**src/rtl/core/fpa_pkg.sv**
```systemverilog
// Shared types, constants and helpers of the fixed-point ALU.
package fpa_pkg;

  localparam int FRAC_BITS = 8;
  localparam int DATA_W    = 32;
  // One restoring-division step per quotient bit; quotients of 2^33 and up saturate early.
  localparam int DIV_STEPS = 33;
  // Operand capture, divider steps, rounding stage.
  localparam int PIPE_LAT  = DIV_STEPS + 2;

  typedef enum logic [3:0] {
    OP_ADD = 4'd0,  OP_SUB = 4'd1,  OP_MUL = 4'd2,  OP_DIV = 4'd3,
    OP_GT  = 4'd4,  OP_LT  = 4'd5,  OP_GE  = 4'd6,  OP_LE  = 4'd7,
    OP_EQ  = 4'd8,  OP_NE  = 4'd9,  OP_MIN = 4'd10, OP_MAX = 4'd11,
    OP_INC = 4'd12, OP_DEC = 4'd13, OP_I2F = 4'd14, OP_F2I = 4'd15
  } op_t;

  typedef enum logic [1:0] {
    ST_OK      = 2'd0,
    ST_SAT     = 2'd1,
    ST_DIVZERO = 2'd2
  } status_t;

  // Per-beat side data that travels alongside the divider.
  typedef struct packed {
    logic                     valid;
    op_t                      op;
    logic signed [DATA_W-1:0] res;
    logic                     cmp;
    status_t                  st;
  } meta_t;

  // One row of the division pipeline.
  typedef struct packed {
    logic [DATA_W-1:0]    rem;
    logic [DIV_STEPS-1:0] nlow;
    logic [DIV_STEPS-1:0] quo;
    logic [DATA_W-1:0]    dvs;
    logic                 neg;
    logic                 ovf;
  } div_step_t;

  typedef struct packed {
    logic              sat;
    logic [DATA_W-1:0] val;
  } clamp_t;

  // Clamp a sign/magnitude value to the 32-bit signed range.
  function automatic clamp_t clamp_mag(input logic [63:0] mag, input logic neg);
    clamp_t c;
    if (neg) begin
      c.sat = (mag > 64'h0000_0000_8000_0000);
      c.val = c.sat ? 32'h8000_0000 : (32'd0 - mag[DATA_W-1:0]);
    end else begin
      c.sat = (mag > 64'h0000_0000_7FFF_FFFF);
      c.val = c.sat ? 32'h7FFF_FFFF : mag[DATA_W-1:0];
    end
    return c;
  endfunction

  // Clamp a signed 64-bit value to 32 bits.
  function automatic clamp_t clamp_s64(input logic signed [63:0] v);
    clamp_t c;
    if (v > 64'sh0000_0000_7FFF_FFFF) begin
      c.sat = 1'b1;
      c.val = 32'h7FFF_FFFF;
    end else if (v < -64'sh0000_0000_8000_0000) begin
      c.sat = 1'b1;
      c.val = 32'h8000_0000;
    end else begin
      c.sat = 1'b0;
      c.val = v[DATA_W-1:0];
    end
    return c;
  endfunction

endpackage

```
**src/rtl/core/fpa_mul.sv**
```systemverilog
// Two-stage fixed-point multiplier: product, then rounding and saturation.
module fpa_mul import fpa_pkg::*; (
  input  logic                     clk,
  input  logic                     en,
  input  logic signed [DATA_W-1:0] a,
  input  logic signed [DATA_W-1:0] b,
  output logic signed [DATA_W-1:0] res,
  output logic                     sat
);

  logic signed [63:0] prod_r;
  logic [63:0]        mag;
  logic [63:0]        rnd;
  clamp_t             cl;
  logic [DATA_W-1:0]  res_r;
  logic               sat_r;

  // Round half away from zero on the magnitude
  always_comb begin
    mag = prod_r[63] ? (64'd0 - prod_r) : prod_r;
    rnd = (mag + (64'd1 << (FRAC_BITS - 1))) >> FRAC_BITS;
    cl  = clamp_mag(rnd, prod_r[63]);
  end

  always_ff @(posedge clk) begin
    if (en) begin
      prod_r <= 64'(a) * 64'(b);
      res_r  <= cl.val;
      sat_r  <= cl.sat;
    end
  end

  assign res = res_r;
  assign sat = sat_r;

endmodule

```
**config.mk**
```make
export PLATFORM = sky130hd
export DESIGN_NAME = fpa_mul
export DESIGN_NICKNAME = d
export VERILOG_FILES = /design/src/rtl/core/fpa_pkg.sv /design/src/rtl/core/fpa_mul.sv
export SDC_FILE = /design/constraint.sdc
export NUM_CORES = 2
export LEC_CHECK = 0
export ABC_AREA = 1
export BUFFER_PORTS_ARGS = -buffer_cell sky130_fd_sc_hd__buf_2
export CELL_PAD_IN_SITES_DETAIL_PLACEMENT = 0
export CELL_PAD_IN_SITES_GLOBAL_PLACEMENT = 1
export CORE_MARGIN = 1
export CORE_UTILIZATION = 35
export DETAILED_ROUTE_END_ITERATION = 6
export HOLD_SLACK_MARGIN = 0.05
export PLACE_DENSITY_LB_ADDON = 0.1
export SLEW_MARGIN = 5
export SYNTH_ARGS = -nofsm -noshare
export SYNTH_HDL_FRONTEND = slang
export SYNTH_SLANG_ARGS = --single-unit
```
**constraint.sdc**
```tcl
create_clock -name clk -period 16 [get_ports clk]
set_input_delay 3.2 -clock clk [delete_from_list [all_inputs] [get_ports clk]]
set_output_delay 3.2 -clock clk [all_outputs]
set_load 0.005 [all_outputs]
```
==> metrics.log <==
[metrics] Post-Route Setup TNS: 0 ps
[metrics] post-route worst hold slack: roughly 940 ps
[metrics] Setup-failing EPs final: 0
[metrics] most frequently used cell type in the post-synthesis netlist: sky130_fd_sc_hd__inv_1
[metrics] total die area: approximately 140000 sq um
[metrics] worst endpoint required time: ~16000 ps
[metrics] count of filler cells inserted in the layout: between 10000 and 15000
[metrics] CTS Hold Buffers Added: 0
[metrics] HP Class: reg2reg
[metrics] Highest Clock Rate: between 80 and 90 MHz
[metrics] initial core utilization: between 30% and 40%
[metrics] register-to-register setup slack: 11000 ps
[metrics] average wire per cell in the routed design: roughly 18 um
[metrics] Clock Path Buffers: 2
[metrics] number of warnings printed during yosys synthesis: 0
[metrics] largest incremental delay on the critical path: 860 ps
[metrics] die extent in y: around 370 um
[metrics] share of the clock period used by the worst path: 70.59%
[metrics] count of input and output buffers: 98
[metrics] Die Span X: between 300 and 400 um
[metrics] number of logic stages on the critical path including buffering: 26
[metrics] Synth Instances: around 6000
[metrics] wire length of the first global-routing pass: about 230000 um
[metrics] Avg Vias per Cell: roughly 4.7
[metrics] clock edge transition at the registers on the reported setup and hold paths: about 80 ps
[metrics] buffers and inverters on the worst path: 7
[metrics] detailed-router iteration count before antenna repair: 7
[metrics] remaining global-route overflow: 0
[metrics] critical path arrival: approximately 11000 ps
[metrics] total via count after detailed routing: approximately 37000
[metrics] Clock Latency Late Sink: 390 ps
[metrics] maximum number of pins on one net before global-route repair: between 100 and 150
[metrics] list of most frequent post-synthesis cells: sky130_fd_sc_hd__inv_1 (1805), sky130_fd_sc_hd__nand2_1 (1696), sky130_fd_sc_hd__fa_1 (1082)
[metrics] length in cells of the worst reg-to-reg path: 18
[metrics] remaining max-slew budget at the tightest pin: 31.42%
[metrics] clock tree from TritonCTS: yes
[metrics] number of clock sinks: 97
[metrics] number of distinct library cells after synthesis: 47
[metrics] cells taking the most area after synthesis: sky130_fd_sc_hd__fa_1 (46%), sky130_fd_sc_hd__inv_1 (14%), sky130_fd_sc_hd__nand2_1 (14%), sky130_fd_sc_hd__edfxtp_1 (6.2%), sky130_fd_sc_hd__ha_1 (5.0%)
[metrics] number of pins with negative max-slew slack in the final report: 0
[metrics] number of placed I/O pins: slightly below 100
[metrics] library cell occupying the most area in the post-synthesis netlist: sky130_fd_sc_hd__fa_1
[metrics] post-detailed-placement cell area: 48980 sq um
[metrics] number of global-route vias before repair: 39968
[metrics] top fanout value on the critical path: 32
[metrics] Worst Clk Skew: between 15 and 20 ps
[metrics] sequential area share after synthesis: 6.219%
[metrics] utilization after layout: 37.29%
[metrics] number of antenna violations at the first check in global routing: 1
[metrics] Final Net Count: 7430
[metrics] Post-CTS Setup Repair Bufs: 0
[metrics] gate family responsible for the most delay along the worst path: adder cells
[metrics] core footprint: around 130000 sq um
[metrics] synthesis-stage register bit count: 97
[metrics] DPL Wire Length: 118900 um
[metrics] status: finished, final reports clean
[metrics] count of cells resized by post-cts repair: 0
[metrics] antenna cell count: 0
[metrics] GPL Wtd Cong: 0.8846
[metrics] number of DRC violations after detailed routing: 0
[metrics] ratio of cells with drive above 1 in the final layout: between 5 and 6%
[metrics] CP Class: in2reg
[metrics] maximum level of the CTS H-tree: 3
[metrics] post-route minimum period: between 10000 and 15000 ps
[metrics] ys async rst share: 0%
[metrics] Most used DFF post-synth: sky130_fd_sc_hd__edfxtp_1
[metrics] Synth top area share: between 40% and 50%
[metrics] number of enable flip-flop cells after synthesis: 97
[metrics] RSZ-0062 raised after global routing: false
[metrics] crit path max-delay cell type: sky130_fd_sc_hd__fa_1
[metrics] average cell area after synthesis: 7.606 sq um
[metrics] capturing element type of the critical path: register
[metrics] Final Hold Violating Endpoints: 0
[metrics] syn_nets: roughly 7500
[metrics] Antenna Violating Nets Remaining: 0
[metrics] Routed WL: approximately 150000 um
[metrics] dominant cell type by count on the critical path: sky130_fd_sc_hd__fa_1
[metrics] number of max-cap violations: 0
[metrics] Root Driver: sky130_fd_sc_hd__clkbuf_16
[metrics] first-iteration detailed-routing DRC count: around 2000
[metrics] row cnt: roughly 130
[metrics] Post-Syn Area: between 40000 and 50000 sq um
[metrics] transition time at the pin with the least slew margin: between 1000 and 1500 ps
[metrics] overall global routing resource usage: 22.46%
[metrics] cell count of the worst hold path: 4
[metrics] total clock buffers created by CTS: 9
[metrics] Worst Setup Start Kind: primary input
[metrics] layout overhead on the synthesized area: 5.188%
[metrics] summed area of non-filler cells in the final layout: slightly below 50000 sq um
## path summary, 6_finish.rpt
check | startpoint | end
setup / recovery | b[5] | prod_r[61]
hold / removal | prod_r[10] | res[2]
setup reg to reg | prod_r[63] | res[31]
hold reg to reg | prod_r[10] | res[2]
## cells by family after synthesis
logic type | Yosys count | synth area share [%]
AOI/OAI and AO/OA | 212 | 2.460
xor gates and xnor gates | 82 | 1.533
adders and majority gates | 1269 | 51.24
buffers and inverters | 2050 | 16.63
DFF | 97 | 6.219
and+or+nand+nor | 2448 | 21.92
## cell usage in the layout (no fill, tap or decap), types with 18 or more instances in the layout
cell	instances
sky130_fd_sc_hd__nand3_1	192
sky130_fd_sc_hd__xnor2_1	34
sky130_fd_sc_hd__nor2_1	336
sky130_fd_sc_hd__nand2_1	1696
sky130_fd_sc_hd__nand2_2	42
sky130_fd_sc_hd__nor2_2	40
sky130_fd_sc_hd__fa_1	1082
sky130_fd_sc_hd__inv_2	18
sky130_fd_sc_hd__xor2_1	48
sky130_fd_sc_hd__buf_2	97
sky130_fd_sc_hd__o21ai_0	61
sky130_fd_sc_hd__nand3b_1	20
sky130_fd_sc_hd__nand3_2	26
sky130_fd_sc_hd__buf_4	48
sky130_fd_sc_hd__a31oi_1	18
sky130_fd_sc_hd__inv_1	1805
sky130_fd_sc_hd__nand4_1	42
sky130_fd_sc_hd__edfxtp_1	97
sky130_fd_sc_hd__a21oi_1	103
sky130_fd_sc_hd__ha_1	187
## state kept, by name, summed over array words and instances (netlist names)
| register | flops |
|---|---|
| sat | 1 |
| prod_r | 64 |
| res | 32 |
## per-layer routing
layer  part of all wire (%)  GRT usage (%)  wire length (um)
met1                     47          31.49             68110
met2                     49          39.22             70800
met3                    3.1          1.172              4568
met4                    1.1          2.729              1576
met5                      0              0                 0
## per-stage QoR
step | setup slack [ps] | std cells
6_report | 4705 | 7854
5_1_grt | 4141 | 7854
4_1_cts | 4593 | 7854
3_5_place_dp | 4191 | 7839
3_3_place_gp | 4300 | 7839
2_1_floorplan | 5723 | 6158
## final cells by class
class	instances	area, sq um	share of cell area (%)
Clock buffer	10	229.0	0.4648
Multi-Input combinational cell	4011	36140	73.35
Tap cell	1755	2196	4.457
Sequential cell	97	2913	5.912
Inverter	1830	6869	13.94
Timing Repair Buffer	146	865.8	1.757
Clock inverter	5	57.56	0.1168
## worst register-to-register path, delay by kind of cell, from the launching register on
| family | cells | cell delay [ps] |
|---|---|---|
| and+or+nand+nor | 13 | 2890 |
| AOI/OAI and AO/OA | 1 | 120 |
| DFF | 1 | 420 |
| adders and majority gates | 1 | 470 |
| buffers and inverters | 3 | 850 |
Power is left out: the tool's default activity adds up to more than one toggle a clock period on the data nets, which glitch-free logic cannot reach.
